File: src/hdl/rau_pkg.sv
// ----------------------------------------------------------------------------
// Rational arithmetic unit package
// Widths, operation and status codes, sign-magnitude types and helpers.
// ----------------------------------------------------------------------------
package rau_pkg;

   localparam int WORD_BITS     = 32;
   localparam int FIELD_BITS    = 32;
   localparam int WIDE_BITS     = 2 * WORD_BITS;
   localparam int CNT_BITS      = $clog2(WIDE_BITS);
   localparam int OP_BITS       = 4;
   localparam int STATUS_BITS   = 2;
   localparam int REQ_DATA_BITS = 4 * FIELD_BITS;
   localparam int RSP_DATA_BITS = 2 * FIELD_BITS;

   typedef logic [OP_BITS-1:0]     opcode_type;
   typedef logic [STATUS_BITS-1:0] status_type;

   localparam opcode_type OP_ADD  = 4'd0;
   localparam opcode_type OP_SUB  = 4'd1;
   localparam opcode_type OP_MUL  = 4'd2;
   localparam opcode_type OP_DIV  = 4'd3;
   localparam opcode_type OP_IADD = 4'd4;
   localparam opcode_type OP_ISUB = 4'd5;
   localparam opcode_type OP_IMUL = 4'd6;
   localparam opcode_type OP_IDIV = 4'd7;
   localparam opcode_type OP_NEG  = 4'd8;

   localparam status_type ST_OK       = 2'd0;
   localparam status_type ST_DIVZERO  = 2'd1;
   localparam status_type ST_OVERFLOW = 2'd2;

   typedef struct packed {
      logic                 neg;
      logic [WORD_BITS-1:0] mag;
   } sm_type;

   typedef struct packed {
      logic                 neg;
      logic [WIDE_BITS-1:0] mag;
   } wide_type;

   function automatic sm_type to_sm(logic [FIELD_BITS-1:0] f);
      logic [WORD_BITS-1:0] m;
      sm_type r;
      m = f[WORD_BITS-1:0];
      r.neg = m[WORD_BITS-1];
      r.mag = r.neg ? (~m + 1'b1) : m;
      return r;
   endfunction

   function automatic wide_type wide_add(wide_type x, wide_type y);
      wide_type r;
      if (x.neg == y.neg) begin
         r.neg = x.neg;
         r.mag = x.mag + y.mag;
      end else if (x.mag >= y.mag) begin
         r.neg = x.neg;
         r.mag = x.mag - y.mag;
      end else begin
         r.neg = y.neg;
         r.mag = y.mag - x.mag;
      end
      return r;
   endfunction

   function automatic logic fits(wide_type v);
      logic small_mag;
      logic at_limit;
      small_mag = (v.mag[WIDE_BITS-1:WORD_BITS-1] == '0);
      at_limit  = (v.mag == (WIDE_BITS'(1'b1) << (WORD_BITS - 1)));
      return small_mag | (v.neg & at_limit);
   endfunction

   function automatic logic [FIELD_BITS-1:0] sext_field(logic [FIELD_BITS-1:0] f);
      return FIELD_BITS'(signed'(f[WORD_BITS-1:0]));
   endfunction

   function automatic logic [FIELD_BITS-1:0] to_field(wide_type v);
      logic [WORD_BITS-1:0] b;
      b = v.mag[WORD_BITS-1:0];
      if (v.neg) begin
         b = ~b + 1'b1;
      end
      return FIELD_BITS'(signed'(b));
   endfunction

endpackage

File: src/hdl/rau_mul.sv
// ----------------------------------------------------------------------------
// Rational arithmetic unit multiplier
// Registered sign-magnitude multiply of two word operands.
// ----------------------------------------------------------------------------
module rau_mul (
   input  logic              clock,
   input  rau_pkg::sm_type   x,
   input  rau_pkg::sm_type   y,
   output rau_pkg::wide_type prod
);

   rau_pkg::wide_type prod_ff;

   always_ff @(posedge clock) begin
      prod_ff.neg <= x.neg ^ y.neg;
      prod_ff.mag <= rau_pkg::WIDE_BITS'(x.mag) * rau_pkg::WIDE_BITS'(y.mag);
   end

   assign prod = prod_ff;

endmodule

File: config.mk
export PLATFORM = sky130hd
export DESIGN_NAME = rau_mul
export DESIGN_NICKNAME = d
export VERILOG_FILES = /design/src/hdl/rau_pkg.sv /design/src/hdl/rau_mul.sv
export SDC_FILE = /design/constraint.sdc
export NUM_CORES = 2
export LEC_CHECK = 0
export ABC_AREA = 1
export ABC_CLOCK_PERIOD_IN_PS = 6850
export BUFFER_PORTS_ARGS = -buffer_cell sky130_fd_sc_hd__buf_2
export CAP_MARGIN = 20
export CORE_MARGIN = 1.5
export CORE_UTILIZATION = 27
export CTS_BUF_LIST = sky130_fd_sc_hd__clkbuf_2 sky130_fd_sc_hd__clkbuf_4 sky130_fd_sc_hd__clkbuf_8
export DETAILED_ROUTE_END_ITERATION = 8
export PLACE_DENSITY_LB_ADDON = 0.12
export RECOVER_POWER = 25
export SLEW_MARGIN = 15
export SYNTH_ARGS = -nofsm -noshare
export SYNTH_HDL_FRONTEND = slang
export SYNTH_SLANG_ARGS = --single-unit
File: constraint.sdc
create_clock -name clock -period 6.85 [get_ports clock]
set_input_delay 1.37 -clock clock [delete_from_list [all_inputs] [get_ports clock]]
set_output_delay 1.37 -clock clock [all_outputs]
set_load 0.05 [all_outputs]
After elaboration in Yosys (flattened, before gate mapping)
Index checks and enable logic that the tools add are counted.

storage, ports and cells
  word-level logic and storage cells = 4
  flip-flop bits (word level) = 65
  input port bits = 67

operators by class
  bitwise gates (word level) = 1
  multipliers = 1

operators with widths
  operator        count
  $mul 32x32->64  1
  $xor 1x1->1     1

Logic depth before layout (Yosys ltp)
  depth after elaboration = 1
  gate-level depth with buffers = 30

Worst setup path after synthesis
No wires, ideal clock.

  path kind = input -> register
  from = input port x[25] (netlist bit)
  to = register prod_ff, in the netlist prod[62]
  stages = 25
  arrival = 7,064 ps
  setup slack = -326 ps
  required time = 6,738 ps
  setup time = 112 ps
  path buffers = 1
  cells stage by stage = clkbuf_1 > nand2_1 > fa_1 > inv_1 > fa_1 > inv_1 > fa_1 > inv_1 > fa_1 > fa_1 > fa_1 > fa_1 > inv_1 > fa_1 > inv_1 > ha_1 > nand2_2 > nor2_1 > inv_2 > nor2_4 > nand2_1 > nor3_2 > nand2_1 > nand3_1 > nand2_1

on the way
  longest elaborated chain between the ends = 1

ends and longest elaborated chain
  what                line           text
  start: declaration  rau_mul.sv:7   input rau_pkg::sm_type x,
  $mul 32x32->64      rau_mul.sv:16  prod_ff.mag <= rau_pkg::WIDE_BITS'(x.mag) * rau_pkg::WIDE_BITS'(y.mag);
  end: declaration    rau_mul.sv:12  rau_pkg::wide_type prod_ff;

No other way between the ends.

Final worst setup path
  from = input port x[9] (netlist bit)
  to = register prod_ff, in the netlist prod[35]

The elaborated chain is that of the path after synthesis.

==> flow_results.xml <==
<?xml version="1.0" encoding="UTF-8"?>
<metrics>
  <group name="route">
    <metric name="vias_per_cell" unit="">4.18</metric>
    <metric name="detailroute.via_count" unit="">30400</metric>
    <metric name="drc" unit="">0</metric>
    <metric name="first_pass_iters" unit="">6</metric>
    <metric name="drtIter0Drc" unit="">1376</metric>
    <metric name="finalWirelength" unit="um">127000</metric>
    <metric name="route.antenna.remaining_nets" unit="">0</metric>
    <metric name="wire_per_inst" unit="um">17.5</metric>
  </group>
  <group name="timing">
    <metric name="max_slew_margin" unit="%">58.6</metric>
    <metric name="timing.final.setup_violations" unit="">43</metric>
    <metric name="min_period_over_period" unit="%">105</metric>
    <metric name="timing.final.ws_setup" unit="ps">-309</metric>
    <metric name="final_count_of_pins_violating_max_slew" unit="">0</metric>
    <metric name="grt_setup_unrepaired" unit="">yes</metric>
    <metric name="final_hold_fails" unit="">0</metric>
    <metric name="finalCriticalPeriod" unit="ps">7160</metric>
    <metric name="worst_margin_slew" unit="ps">624</metric>
    <metric name="maxClockFrequency" unit="MHz">140</metric>
    <metric name="finalHoldWorstSlack" unit="ps">1140</metric>
  </group>
  <group name="place">
    <metric name="dp_cells" unit="">7163</metric>
    <metric name="post_detailed_placement_half_perimeter_wirelength" unit="um">111000</metric>
    <metric name="globalplace.congestion" unit="">0.847</metric>
    <metric name="numPortBuffers" unit="">131</metric>
  </group>
  <group name="yosys">
    <metric name="synth_seq_cells" unit="">65</metric>
    <metric name="synth_simple_gate_area_share" unit="%">18.7</metric>
    <metric name="yosys.area_share.xor_xnor" unit="%">0.867</metric>
    <metric name="syn_inst" unit="">5023</metric>
    <metric name="yosys_warnings" unit="">0</metric>
    <metric name="synthAdderAreaFrac" unit="%">56.8</metric>
    <metric name="post_synth_instance_area" unit="mm^2">0.0374</metric>
    <metric name="synthesis.area_per_instance" unit="um^2">7.44</metric>
    <metric name="synth_compound_gate_area_share" unit="%">0.844</metric>
    <metric name="synth_sequential_area_ratio" unit="%">3.48</metric>
    <metric name="netlist-cell-type-count" unit="">21</metric>
    <metric name="muxShareOfSynthArea" unit="%">0</metric>
    <metric name="synth_fp_nets" unit="">6249</metric>
    <metric name="largest_family_of_logic_cells_by_synthesized_area" unit="">adder cells</metric>
  </group>
  <group name="floorplanning">
    <metric name="floorplan.initialDensity" unit="%">27.2</metric>
    <metric name="floorplan.io_pins" unit="">132</metric>
    <metric name="die_area" unit="mm^2">0.141</metric>
    <metric name="fp.dieW" unit="um">375</metric>
    <metric name="fp.dieH" unit="um">375</metric>
    <metric name="standard_cell_core_area" unit="mm^2">0.137</metric>
    <metric name="floorplan.rows" unit="">136</metric>
  </group>
  <group name="outcome">
    <metric name="violations" unit="">negative setup slack</metric>
    <metric name="run_status" unit="">finished, violations left</metric>
  </group>
  <group name="worst_setup_path">
    <metric name="cp_data_required_time" unit="ps">7170</metric>
    <metric name="critical_path_endpoint" unit="">prod[35]</metric>
    <metric name="critical_path.max_fanout" unit="">5</metric>
    <metric name="worst_setup_path_start_kind" unit="">input port</metric>
    <metric name="critical_path.most_common_cell" unit="">sky130_fd_sc_hd__fa_1</metric>
    <metric name="worst-path-stages" unit="">27</metric>
    <metric name="timing.critical_path.from" unit="">x[9]</metric>
    <metric name="setup.worst_path.class" unit="">input port to flop</metric>
    <metric name="data_arrival_time_of_the_critical_path" unit="ps">7480</metric>
    <metric name="slowest_delay" unit="ps">610</metric>
    <metric name="crit_buf_inv" unit="">10</metric>
    <metric name="timing.critical_path.max_delay_family" unit="">adder cells</metric>
    <metric name="cell_with_the_largest_stage_delay_on_the_worst_path" unit="">sky130_fd_sc_hd__fa_2</metric>
    <metric name="crit_path_end_kind" unit="">flop</metric>
  </group>
  <group name="global_routing">
    <metric name="grt_antenna_before_repair" unit="">2</metric>
    <metric name="global_route.overflow_total" unit="">0</metric>
    <metric name="first_pass_grt_wire_length" unit="um">196000</metric>
    <metric name="grt_max_degree" unit="">21</metric>
    <metric name="globalRouteTotalUtil" unit="%">18.3</metric>
    <metric name="number_of_global_route_vias_before_repair" unit="">32800</metric>
  </group>
  <group name="cts">
    <metric name="cts.path.max_buffers" unit="">2</metric>
    <metric name="tritoncts.num_buffers" unit="">9</metric>
    <metric name="cts.reportedPaths.clkPinSlew" unit="ps">90</metric>
    <metric name="tritoncts_clock_tree" unit="">yes</metric>
    <metric name="clk_root_buffer_cell" unit="">sky130_fd_sc_hd__clkbuf_8</metric>
    <metric name="clock_sinks" unit="">65</metric>
    <metric name="cts_htree_levels" unit="">3</metric>
  </group>
  <group name="worst_hold_path">
    <metric name="min-delay-path-class" unit="">input port to flop</metric>
  </group>
  <group name="cells_and_area">
    <metric name="fin_nets" unit="">6687</metric>
    <metric name="layout_cells_excl_fill" unit="">7260</metric>
    <metric name="drive_gt1_share" unit="%">22.6</metric>
    <metric name="antennaDiodeCount" unit="">0</metric>
    <metric name="number_of_flip_flops_in_the_largest_register" unit="">65</metric>
    <metric name="areaGrowthSynthToFinish" unit="%">28.6</metric>
  </group>
  <group name="flow_run">
    <metric name="cap_violations" unit="">0</metric>
  </group>
</metrics>
==> worst min path at each step <==
stage,startpoint,to,slack (ps),cells after the start
after CTS,x[32],prod[64],1120,2
after global placement,x[32],prod[64],1560,2
after global routing,x[32],prod[64],1120,2
after floorplan,x[32],prod[64],1460,1
final,x[32],prod[64],1140,2
after detailed placement,x[32],prod[64],1570,2
==> timing repair <==
action	CTS	global route
gates cloned	6	11
pin swaps	181	257
gates resized for setup	477	397
setup buffers	38	31
endpoints found under the setup margin	54	51
hold buffers	0	0
==> logic make-up after synthesis <==
group | after synthesis
fa+ha+maj | 1159
simple gates | 1779
compound gates | 57
buf+inv | 1926
xor+xnor | 37
flops | 65
==> stage by stage <==
step / instance area [um^2] / worst slack (ps) / setup TNS (ps) / util, %
floorplan: 38100 / -26.1 / -83.4 / -
global placement: 43800 / -1280 / -53030 / 31.9
detailed placement: 43800 / -1220 / -51350 / 31.9
CTS: 46300 / -282 / -8070 / 33.7
global route: 48100 / -476 / -14260 / 35.0
finish: 48100 / -309 / -6750 / 35.0
==> Yosys cell counts <==
| master | instances | area, um^2 |
|---|---|---|
| sky130_fd_sc_hd__dfxtp_1 | 65 | 1300 |
| sky130_fd_sc_hd__fa_1 | 896 | 17900 |
| sky130_fd_sc_hd__nor3_1 | 12 | 60.1 |
| sky130_fd_sc_hd__nand3_2 | 6 | 60.1 |
| sky130_fd_sc_hd__nor3_2 | 6 | 60.1 |
| sky130_fd_sc_hd__xnor2_1 | 2 | 17.5 |
| sky130_fd_sc_hd__nand4_1 | 16 | 100 |
| sky130_fd_sc_hd__o21ai_0 | 2 | 10.0 |
| sky130_fd_sc_hd__ha_1 | 263 | 3290 |
| sky130_fd_sc_hd__nand3_1 | 57 | 285 |
| sky130_fd_sc_hd__nand2_1 | 1570 | 5890 |
| sky130_fd_sc_hd__nor2_1 | 83 | 312 |
| sky130_fd_sc_hd__inv_1 | 1729 | 6490 |
| sky130_fd_sc_hd__xor2_1 | 35 | 307 |
| sky130_fd_sc_hd__a21oi_1 | 43 | 215 |
| sky130_fd_sc_hd__nor2_4 | 5 | 56.3 |
| sky130_fd_sc_hd__clkbuf_1 | 192 | 721 |
| sky130_fd_sc_hd__nor2_2 | 15 | 93.8 |
| sky130_fd_sc_hd__nand2_2 | 9 | 56.3 |
| sky130_fd_sc_hd__o21bai_1 | 12 | 90.1 |
| sky130_fd_sc_hd__inv_2 | 5 | 18.8 |
==> placed cells by master (no fill, tap or decap), types with 61 or more instances in the layout <==
cell / count
sky130_fd_sc_hd__nand2_2: 163
sky130_fd_sc_hd__buf_4: 330
sky130_fd_sc_hd__buf_2: 61
sky130_fd_sc_hd__inv_1: 1607
sky130_fd_sc_hd__dfxtp_1: 65
sky130_fd_sc_hd__ha_1: 210
sky130_fd_sc_hd__fa_2: 83
sky130_fd_sc_hd__inv_2: 119
sky130_fd_sc_hd__buf_6: 68
sky130_fd_sc_hd__buf_12: 96
sky130_fd_sc_hd__nand2_1: 1362
sky130_fd_sc_hd__fa_1: 813
==> final cells by class <==
type,instances,area [um^2]
clock inverter,7,81.3
clock buffer,9,124
fill,14800,89400
sequential,65,1300
timing repair buffer,619,6450
inverter,1734,6530
tap,1794,2240
multi-input combinational,3032,31300
==> per-layer routing <==
metal	track usage, %	vias up	share of wire [%]
li1	-	14500	-
met1	24.8	15300	46
met2	32.4	439	50
met3	1.01	85	2.7
met4	2.90	0	1.7
met5	0	-	0
Power is not shown: default switching activity piles up to over one toggle a cycle in this logic, so the estimate is an artifact.
