## src/hdl/rau_pkg.sv

```systemverilog
// ----------------------------------------------------------------------------
// Rational arithmetic unit package
// Widths, operation and status codes, sign-magnitude types and helpers.
// ----------------------------------------------------------------------------
package rau_pkg;

   localparam int WORD_BITS     = 32;
   localparam int FIELD_BITS    = 32;
   localparam int WIDE_BITS     = 2 * WORD_BITS;
   localparam int CNT_BITS      = $clog2(WIDE_BITS);
   localparam int OP_BITS       = 4;
   localparam int STATUS_BITS   = 2;
   localparam int REQ_DATA_BITS = 4 * FIELD_BITS;
   localparam int RSP_DATA_BITS = 2 * FIELD_BITS;

   typedef logic [OP_BITS-1:0]     opcode_type;
   typedef logic [STATUS_BITS-1:0] status_type;

   localparam opcode_type OP_ADD  = 4'd0;
   localparam opcode_type OP_SUB  = 4'd1;
   localparam opcode_type OP_MUL  = 4'd2;
   localparam opcode_type OP_DIV  = 4'd3;
   localparam opcode_type OP_IADD = 4'd4;
   localparam opcode_type OP_ISUB = 4'd5;
   localparam opcode_type OP_IMUL = 4'd6;
   localparam opcode_type OP_IDIV = 4'd7;
   localparam opcode_type OP_NEG  = 4'd8;

   localparam status_type ST_OK       = 2'd0;
   localparam status_type ST_DIVZERO  = 2'd1;
   localparam status_type ST_OVERFLOW = 2'd2;

   typedef struct packed {
      logic                 neg;
      logic [WORD_BITS-1:0] mag;
   } sm_type;

   typedef struct packed {
      logic                 neg;
      logic [WIDE_BITS-1:0] mag;
   } wide_type;

   function automatic sm_type to_sm(logic [FIELD_BITS-1:0] f);
      logic [WORD_BITS-1:0] m;
      sm_type r;
      m = f[WORD_BITS-1:0];
      r.neg = m[WORD_BITS-1];
      r.mag = r.neg ? (~m + 1'b1) : m;
      return r;
   endfunction

   function automatic wide_type wide_add(wide_type x, wide_type y);
      wide_type r;
      if (x.neg == y.neg) begin
         r.neg = x.neg;
         r.mag = x.mag + y.mag;
      end else if (x.mag >= y.mag) begin
         r.neg = x.neg;
         r.mag = x.mag - y.mag;
      end else begin
         r.neg = y.neg;
         r.mag = y.mag - x.mag;
      end
      return r;
   endfunction

   function automatic logic fits(wide_type v);
      logic small_mag;
      logic at_limit;
      small_mag = (v.mag[WIDE_BITS-1:WORD_BITS-1] == '0);
      at_limit  = (v.mag == (WIDE_BITS'(1'b1) << (WORD_BITS - 1)));
      return small_mag | (v.neg & at_limit);
   endfunction

   function automatic logic [FIELD_BITS-1:0] sext_field(logic [FIELD_BITS-1:0] f);
      return FIELD_BITS'(signed'(f[WORD_BITS-1:0]));
   endfunction

   function automatic logic [FIELD_BITS-1:0] to_field(wide_type v);
      logic [WORD_BITS-1:0] b;
      b = v.mag[WORD_BITS-1:0];
      if (v.neg) begin
         b = ~b + 1'b1;
      end
      return FIELD_BITS'(signed'(b));
   endfunction

endpackage

```

## src/hdl/rau_div.sv

```systemverilog
// ----------------------------------------------------------------------------
// Rational arithmetic unit divider
// Restoring divider for wide magnitudes, one quotient bit per cycle.
// ----------------------------------------------------------------------------
module rau_div (
   input  logic                          clock,
   input  logic                          reset,
   input  logic                          start,
   input  logic [rau_pkg::WIDE_BITS-1:0] dividend,
   input  logic [rau_pkg::WIDE_BITS-1:0] divisor,
   output logic [rau_pkg::WIDE_BITS-1:0] quotient,
   output logic                          done
);

   logic [rau_pkg::WIDE_BITS-1:0] rem_ff;
   logic [rau_pkg::WIDE_BITS-1:0] quo_ff;
   logic [rau_pkg::WIDE_BITS-1:0] d_ff;
   logic [rau_pkg::CNT_BITS-1:0]  cnt_ff;
   logic                          busy_ff;
   logic                          done_ff;
   logic [rau_pkg::WIDE_BITS:0]   rem_sh;
   logic [rau_pkg::WIDE_BITS:0]   rem_sub;
   logic                          ge;

   assign rem_sh  = {rem_ff, quo_ff[rau_pkg::WIDE_BITS-1]};
   assign ge      = (rem_sh >= {1'b0, d_ff});
   assign rem_sub = rem_sh - {1'b0, d_ff};

   always_ff @(posedge clock) begin
      if (reset) begin
         busy_ff <= 1'b0;
         done_ff <= 1'b0;
      end else begin
         done_ff <= !start && busy_ff
                    && (cnt_ff == rau_pkg::CNT_BITS'(rau_pkg::WIDE_BITS - 1));
         if (start) begin
            rem_ff  <= '0;
            quo_ff  <= dividend;
            d_ff    <= divisor;
            cnt_ff  <= '0;
            busy_ff <= 1'b1;
         end else if (busy_ff) begin
            rem_ff <= ge ? rem_sub[rau_pkg::WIDE_BITS-1:0] : rem_sh[rau_pkg::WIDE_BITS-1:0];
            quo_ff <= {quo_ff[rau_pkg::WIDE_BITS-2:0], ge};
            cnt_ff <= cnt_ff + 1'b1;
            if (cnt_ff == rau_pkg::CNT_BITS'(rau_pkg::WIDE_BITS - 1)) begin
               busy_ff <= 1'b0;
            end
         end
      end
   end

   assign quotient = quo_ff;
   assign done     = done_ff;

endmodule
```

## config.mk

```make
export PLATFORM = sky130hd
export DESIGN_NAME = rau_div
export DESIGN_NICKNAME = d
export VERILOG_FILES = /design/src/hdl/rau_pkg.sv /design/src/hdl/rau_div.sv
export SDC_FILE = /design/constraint.sdc
export NUM_CORES = 1
export LEC_CHECK = 0
export BUFFER_PORTS_ARGS = -buffer_cell sky130_fd_sc_hd__clkbuf_2
export CAP_MARGIN = 20
export CORE_ASPECT_RATIO = 1.1
export CORE_MARGIN = 2
export CORE_UTILIZATION = 62
export CTS_CLUSTER_SIZE = 16
export DETAILED_ROUTE_END_ITERATION = 16
export PLACE_DENSITY = 0.95
export SYNTH_ARGS = -nofsm -noshare
export SYNTH_HDL_FRONTEND = slang
export SYNTH_SLANG_ARGS = --single-unit
```

## constraint.sdc

```tcl
create_clock -name clock -period 23.2 [get_ports clock]
set_input_delay 3.48 -clock clock [delete_from_list [all_inputs] [get_ports clock]]
set_output_delay 3.48 -clock clock [all_outputs]
set_load 0.02 [all_outputs]
```

# After elaboration in Yosys (flattened, before gate mapping)
# Index checks and enable logic that the tools add are counted.
[op_classes]
addsub = 2
n_mul = 0
n_div = 0
magnitude_cmp = 1
eq_ne = 1
shift = 0
n_mux = 8
bitwise_logic = 1
n_reduce_logical = 6
[op_table]
columns = ["op", "count"]
rows = [
  ["$mux 64", 4],
  ["$ge 65x64->1", 1],
  ["$sub 64x64->64", 1],
  ["$add 6x1->6 const B", 1],
  ["$eq 6x6->1 const B", 1],
  ["$mux 6", 1],
  ["$reduce_and 2->1", 2],
  ["$mux 1", 3],
  ["$logic_and 1x1->1", 2],
  ["$reduce_bool 2->1", 1],
  ["$logic_not 1->1", 1],
  ["$not 1->1", 1],
]
[totals]
ff_bits = 200
latch_bits = 0
ramBits = 0
mem_bits_ro = 0
input_bits = 131
output_inout_bits = 65
elab_cells = 25
memories = 0

# Depth between registers and ports, before layout
# Gate-level depths: netlist of run 1.
[logic_depth]
depth_word = 4
depth_mapped = 16
depth_no_buf = 13

# Least setup slack after synthesis of run 1
# Ideal clock, no wire load.
[synth_timing]
kind = "input to register"
startpoint = "in start"
endpoint = "reg cnt_ff[0] in the netlist's numbering, enable pin"
setup_time_ns = 0.628
arrival_ns = 9.830
required_time_ns = 22.572
path_slack_ns = 12.741
path_stages = 5
path_buffers = 3
path_cell_list = "clkbuf_1 clkbuf_1 clkbuf_1 nor2_1 nor2_1"
[synth_between]
elab_chain_cells = 2
[synth_rtl]
columns = ["item", "line", "rtl"]
rows = [
  ["start: declaration", "rau_div.sv:8", "input logic start,"],
  ["$reduce_bool 2->1 (no line)", "-", ""],
  ["$reduce_and 2->1 (no line)", "-", ""],
  ["end signal: assignment", "rau_div.sv:45", "cnt_ff <= cnt_ff + 1'b1;"],
  ["end: declaration", "rau_div.sv:18", "logic [rau_pkg::CNT_BITS-1:0] cnt_ff;"],
]
# No other way between the ends.
# A chain may end at the register's enable or synchronous reset.

# Worst setup path in the final report of run 1
[layout_timing]
startpoint = "in start"
endpoint = "reg d_ff[8] in the netlist's numbering, enable pin"
[layout_between]
elab_chain_cells = 1
[layout_rtl]
columns = ["item", "line", "rtl"]
rows = [
  ["$reduce_and 2->1 (no line)", "-", ""],
  ["end signal: assignment", "rau_div.sv:39", "d_ff <= divisor;"],
  ["end: declaration", "rau_div.sv:17", "logic [rau_pkg::WIDE_BITS-1:0] d_ff;"],
]
# No other way between the ends.

==> results of run 1 <==
[registers in the layout (all words and copies together), names as in the netlist]
name / flops
busy_ff: 1
cnt_ff: 6
d_ff: 64
done: 1
quotient: 64
rem_ff: 64
[layout by cell type, fill, tap and decap left out, types with 3 or more instances in the layout]
cell type  instances
a211o_1            3
a211oi_1          17
a21boi_0           3
a21o_1            36
a21oi_1          130
a221oi_1           4
a31oi_1            5
and2_1             9
and3_1             8
buf_4              7
clkbuf_16         17
clkbuf_2         194
clkinv_8           5
edfxtp_1         198
ha_1              65
inv_1             80
inv_6              4
mux2_2            65
mux2i_1            3
nand2_1          147
nand2b_1           6
nand3_1           15
nand3b_1           3
nand4_1           21
nor2_1            73
nor2b_1           10
nor3_1            13
nor3b_1            9
nor4_1             4
o2111ai_1          5
o211ai_1           6
o21a_1             7
o21ai_0           48
o21bai_1          15
o311ai_0           3
o31ai_1            6
or3_1              4
or4_1              4
xnor2_1           41
xor2_1            17
[worst min-delay path, cell delays in order, from the launching register on]
cell and delay, ns:
dfxtp_1 0.32, nand2b_1 0.10, nor3b_1 0.07
[where the power goes]
part | leakage [nW] | switching (mW) | internal, mW
Sequential | 1.92 | 0.0167 | 0.439
Combinational | 3.56 | 0.187 | 0.121
Clock | 0.287 | 0.154 | 0.146
Total | 5.76 | 0.358 | 0.706
[final timing paths]
check	startpoint	endpoint	cells after the start
max	start	d_ff[8]$_DFFE_PP_	3
min	busy_ff$_SDFF_PP0_	done$_SDFF_PP0_	2
max reg2reg	rem_ff[29]$_SDFFCE_PP0P_	rem_ff[48]$_SDFFCE_PP0P_	12
min reg2reg	busy_ff$_SDFF_PP0_	done$_SDFF_PP0_	2
[per-stage QoR]
| stage | instances | util, % | area [µm²] | hold slack [ns] | setup WS (ns) |
|---|---|---|---|---|---|
| after detailed placement | 1559 | 68.87 | 13150 | 0.5182 | 17.21 |
| after floorplan | 1172 | - | 12090 | 0.4605 | 12.74 |
| after CTS | 1591 | 72.02 | 13750 | 0.5350 | 17.68 |
| final | 1592 | 72.10 | 13770 | 0.5304 | 17.71 |
| after global placement | 1559 | 68.87 | 13150 | 0.4805 | 17.34 |
| after global routing | 1592 | 72.10 | 13770 | 0.5571 | 17.51 |
[layout make-up]
cell class                 count  share of cell area (%)
clock buffer                  18                   3.117
clock inverter                14                   1.245
inverter                      80                   2.181
multi-input combinational    831                   40.20
sequential                   200                   43.47
tap                          247                   2.244
timing repair buffer         202                   7.542
[metal layers]
layer  vias up  share of wire, %  global-route usage, %
li1       4600                 -                      -
met1      4606                40                  36.05
met2       476                49                  49.25
met3        60               8.3                  6.633
met4         0               2.5                  9.278
met5         -                 0                      0
[cells by family after synthesis]
logic type,synth area share (%)
AND/OR/NAND/NOR,12.83
AO/OA/AOI/OAI,15.41
flip-flops,49.52
buffers and inverters,4.834
multiplexers,6.304
adder cells (fa/ha/maj),6.894
XOR/XNOR,4.203
==> flow_summary.yaml, run 1 <==
synth:
  synthCells: 1172
  synthArstFlopShare_pct: 0
  synth_top_area_cell: "edfxtp_1"
  synth_top_area_share_pct: 49.19
  synth_seq_cells: 200
  synth.distinct_cells: 61
  yosysMostFrequentCell: "edfxtp_1"
  ys_seq_area_share_pct: 49.52
  syn_area_um2: 12090
  ys_top_cells_by_count: "edfxtp_1 (198), nand2_1 (147), a21oi_1 (130), inv_1 (80), nor2_1 (74)"
  synth_edf_count: 198
  synth_ff_type: "edfxtp_1"
  synth_warnings: 0
  synth_nets: 1369
  synth.area.top_cells: "edfxtp_1 (49%), ha_1 (6.7%), mux2_2 (6.1%)"
  synth.avg_cell_area_um2: 10.31
routing:
  drc_errors: 0
  vias_per_cell: 6.119
  wire_per_inst_um: 18.44
  via_count: 9742
  first_pass_iters: 6
  first_iter_violations: 989
  wirelength_mm: 29.36
  ant_nets: 0
grt:
  grt_pass1_vias: 9524
  globalRouteOverflowTotal: 0
  track_usage_pct: 28.75
  grt_antenna_before_repair: 0
  grt_pass1_wl_mm: 46.39
  grt_max_degree: 81
floorplan:
  die-area_um2: 20630
  core_area_um2: 19100
  ios: 196
  fp-row-count: 53
  initial_core_util_pct: 63.29
  die_w_um: 137.1
  fp.dieH_um: 150.4
sta:
  worst_pin_slew_ns: 0.9532
  slew_violations: 0
  setup_viol: 0
  slew_headroom_pct: 36.45
  min_period_ns: 5.488
  period_share_pct: 23.66
  tns_ns: 0
  fmax_mhz: 182.2
  hold_violations: 0
  rsz0062_at_grt: "false"
  skew_ns: 0.01778
layout:
  regArea_um2: 5986
  area_growth_pct: 13.92
  multiInputGateArea_um2: 5535
  diodes: 0
  fin_nets: 1529
  drive_gt1_share_pct: 22.75
  nFillCells: 1341
hold_path:
  hold_class: "reg2reg"
clock_network:
  numCtsBuffers: 17
  path_clk_slew_ns: 0.08
  cts_max_path_buffers: 2
  postCtsHoldBufs: 0
  cts_setup_buffers: 0
  clock-sinks: 200
  cts_tree: "done"
  worstSkewPairLatency_ns: 0.45
  post_cts_resized: 0
  cts_root_buffer: "clkbuf_16"
  h-tree-depth: 4
worst_setup_path:
  crit_arrival_ns: 5.57
  worst_path_max_delay_cell: "nor2b_4"
  max_stage_delay_ns: 0.86
  worstPathBufferInverterCount: 2
  crit_path_frequent_cell: "buf_4"
  path_delay_family: "buffers and inverters"
  crit_chain: "buf_4 -> nor2b_4 -> buf_4"
  critPathRequiredTime_ns: 23.28
  reg2reg_slack_ns: 18.61
  end_kind: "flip-flop"
  critPathKind: "in2reg"
  critPathLaunchType: "input pin"
  cp_max_fo: 80
power_and_ir_drop:
  finalPower_mw: 1.064
  p_per_area_nw_per_um2: 77.28
  vdd_drop_max_mv: 0.05709
  p_leak_nw: 5.765
flow_run:
  maxCapViolations: 0
run_status:
  status: "finished, final reports clean"
placed_design:
  dpl.hpwl_mm: 21.49
  gp_congestion: 0.9418
  io_buffers: 195
Note: power is estimated with default switching activity, not from simulation.
==> run 2: changes to the inputs <==
--- a/config.mk
+++ b/config.mk
@@ -5,14 +5,15 @@
 export SDC_FILE = /design/constraint.sdc
 export NUM_CORES = 1
 export LEC_CHECK = 0
+export ABC_AREA = 1
 export BUFFER_PORTS_ARGS = -buffer_cell sky130_fd_sc_hd__clkbuf_2
 export CAP_MARGIN = 20
 export CORE_ASPECT_RATIO = 1.1
 export CORE_MARGIN = 2
-export CORE_UTILIZATION = 62
+export CORE_UTILIZATION = 59
 export CTS_CLUSTER_SIZE = 16
 export DETAILED_ROUTE_END_ITERATION = 16
-export PLACE_DENSITY = 0.95
+export PLACE_DENSITY = 0.92
 export SYNTH_ARGS = -nofsm -noshare
 export SYNTH_HDL_FRONTEND = slang
 export SYNTH_SLANG_ARGS = --single-unit
==> constraint.sdc (replaced) <==
create_clock -name clock -period 5.39 [get_ports clock]
set_input_delay 0.8085 -clock clock [delete_from_list [all_inputs] [get_ports clock]]
set_output_delay 0.8085 -clock clock [all_outputs]
set_load 0.02 [all_outputs]
==> run 2 against run 1 <==
Effect of this change: synthesized cell count increased by 86%; die area increased by 28%; via count increased by 42%; critical path type is now reg2reg; first-iteration DRC count increased by 36%; largest power group unchanged.
==> flow_summary.yaml, run 2 <==
routing:
  first_iter_violations: 1345
  wire_per_inst_um: 16.75
  first_pass_iters: 6
  vias_per_cell: 5.167
  drc_errors: 0
  ant_nets: 0
  via_count: 13874
  wirelength_mm: 44.98
power_and_ir_drop:
  p_comb_share_pct: 31.7
  finalPower_mw: 4.975
  p_leak_nw: 9.316
  p_seq_share_pct: 38.9
  switching_share_pct: 38.30
  clock_power_share_pct: 29.4
  vdd_drop_max_mv: 0.1757
  p_per_area_nw_per_um2: 298.2
  p_int_mw: 3.070
  p_switching_mw: 1.905
floorplan:
  initial_core_util_pct: 60.30
  fp.dieH_um: 170.1
  die_w_um: 155.0
  core_area_um2: 24550
  die-area_um2: 26370
  ios: 196
  fp-row-count: 60
worst_setup_path:
  crit_arrival_ns: 3.66
  critPathLaunchType: "flip-flop"
  crit_chain: "ha_1 -> nand2_1 -> nand2_1 -> nand2_1 -> nand2_2 -> inv_2 -> nand3_2 -> nand2_1 -> nand2_2 -> nand2_2 -> nand2_4 -> nand2_4 -> nand2_2 -> nor2_1 -> nor2_1"
  cp_max_fo: 50
  critPathKind: "reg2reg"
  max_stage_delay_ns: 0.58
  worstPathBufferInverterCount: 1
  worst_path_max_delay_cell: "nand2_2"
  path_delay_family: "simple AND/OR/NAND/NOR gates"
  end_kind: "flip-flop"
  critPathRequiredTime_ns: 5.60
synth:
  synthCells: 2183
  synth_warnings: 0
  synth_top_area_cell: "edfxtp_1"
  synth_top_area_share_pct: 40.17
  synth.distinct_cells: 34
  ys_top_cells_by_count: "nand2_1 (934), inv_1 (432), nor2_1 (224), edfxtp_1 (198), ha_1 (65)"
  yosysMostFrequentCell: "nand2_1"
  synth_edf_count: 198
  synth.area.top_cells: "edfxtp_1 (40%), nand2_1 (24%), inv_1 (11%)"
  synthArstFlopShare_pct: 0
  synth_ff_type: "edfxtp_1"
  synth_nets: 2380
  ys_seq_area_share_pct: 40.44
  synth_seq_cells: 200
  synth.avg_cell_area_um2: 6.780
  syn_area_um2: 14800
sta:
  hold_violations: 0
  setup_viol: 0
  skew_ns: 0.02285
  period_share_pct: 64.01
  fmax_mhz: 289.8
  worst_pin_slew_ns: 0.9668
  rsz0062_at_grt: "false"
  slew_headroom_pct: 35.40
  slew_violations: 0
  min_period_ns: 3.450
  tns_ns: 0
layout:
  fin_nets: 2559
  drive_gt1_share_pct: 12.55
  diodes: 0
  area_growth_pct: 12.73
  regArea_um2: 5986
  final_cell_mix: "nand2_1 (934), inv_1 (432), nor2_1 (223), edfxtp_1 (198), clkbuf_2 (195)"
  nFillCells: 2080
  multiInputGateArea_um2: 6922
  stdcell_area_um2: 16690
  final_common_cell: "nand2_1"
clock_network:
  h-tree-depth: 4
  numCtsBuffers: 17
  cts_max_path_buffers: 2
  path_clk_slew_ns: 0.10
  post_cts_resized: 0
  cts_tree: "done"
  clock-sinks: 200
  worstSkewPairLatency_ns: 0.46
  cts_root_buffer: "clkbuf_16"
  postCtsHoldBufs: 0
  cts_setup_buffers: 0
run_status:
  status: "finished, final reports clean"
grt:
  grt_max_degree: 121
  grt_pass1_vias: 13608
  globalRouteOverflowTotal: 0
  grt_antenna_before_repair: 0
  grt_pass1_wl_mm: 70.37
  track_usage_pct: 34.62
placed_design:
  io_buffers: 195
  dpl.hpwl_mm: 35.41
  dpl_cell_area_um2: 16020
  gp_congestion: 1.009
hold_path:
  hold_class: "reg2reg"
flow_run:
  maxCapViolations: 0
## run 2: cell types whose count changed in the layout (fill, tap and decap cells not counted), sizes merged, moves of 15 or more
cell,delta
a21o,-36
nand3,+58
nor2,+170
mux2,-65
a21oi,-81
xnor2,-40
nand3b,+37
o21bai,-15
o21ai,-40
a211oi,-18
nand2,+800
inv,+369
## run 2: final timing paths
| check | from | endpoint | slack (ns) | cells after the start |
|---|---|---|---|---|
| worst max-delay path | rem_ff[5]$_SDFFCE_PP0P_ | rem_ff[39]$_SDFFCE_PP0P_ | 1.94 | 15 |
| worst min-delay path | busy_ff$_SDFF_PP0_ | busy_ff$_SDFF_PP0_ | 0.48 | 2 |
| worst max register to register | rem_ff[5]$_SDFFCE_PP0P_ | rem_ff[39]$_SDFFCE_PP0P_ | 1.94 | 15 |
| worst min register to register | busy_ff$_SDFF_PP0_ | busy_ff$_SDFF_PP0_ | 0.48 | 2 |
## run 2: tightest hold or removal path, delay by kind of cell, from the launching register on
| family | cells | cell delay [ns] |
|---|---|---|
| and+or+nand+nor | 1 | 0.07 |
| AOI/OAI and AO/OA | 1 | 0.05 |
| DFF | 1 | 0.33 |
## run 2: layout make-up
type | count | share of cell area [%]
clock buffers | 17 | 2.549
clock inverters | 15 | 1.417
inverters | 451 | 10.16
multi-input cells | 1491 | 41.48
flip-flops and latches | 200 | 35.87
well taps | 310 | 2.325
repair buffers | 201 | 6.194
## run 2: logic make-up after synthesis
kind of cell               after synthesis  share of synthesized area, %
DFF                                    200                         40.44
AOI/OAI and AO/OA                       58                         1.986
xor gates and xnor gates                31                         1.834
buffers and inverters                  492                         12.98
and+or+nand+nor                       1336                         37.13
adders and majority gates               66                         5.630
## run 2: per-stage QoR
step           setup slack [ns]  util (%)  hold WS (ns)  cells
4_1_cts                   1.973     67.97        0.4788   2685
3_3_place_gp              2.072     65.28        0.4471   2653
3_5_place_dp              2.006     65.28        0.4645   2653
6_report                  1.940     67.97        0.4846   2685
2_1_floorplan            0.6854         -        0.4331   2183
5_1_grt                   1.685     67.97        0.5016   2685
## run 2: layer usage
metal  track usage [%]  routed length [µm]  part of all wire [%]  vias up
met4             13.41                1509                   3.4        0
li1                  -                   -                     -     6946
met5                 0                   0                     0        -
met2             60.48               21860                    49      603
met3             4.049                2960                   6.6       78
met1             44.08               18660                    41     6247
## run 2: power by group through the flow
stage,Combinational (mW),Clock [mW],Sequential [mW]
final,1.58,1.46,1.94
after global routing,1.76,1.52,1.95
after CTS,1.55,1.47,1.93
after detailed placement,1.54,0,1.97
after global placement,1.51,0,1.96
after floorplan,1.06,0,2.00
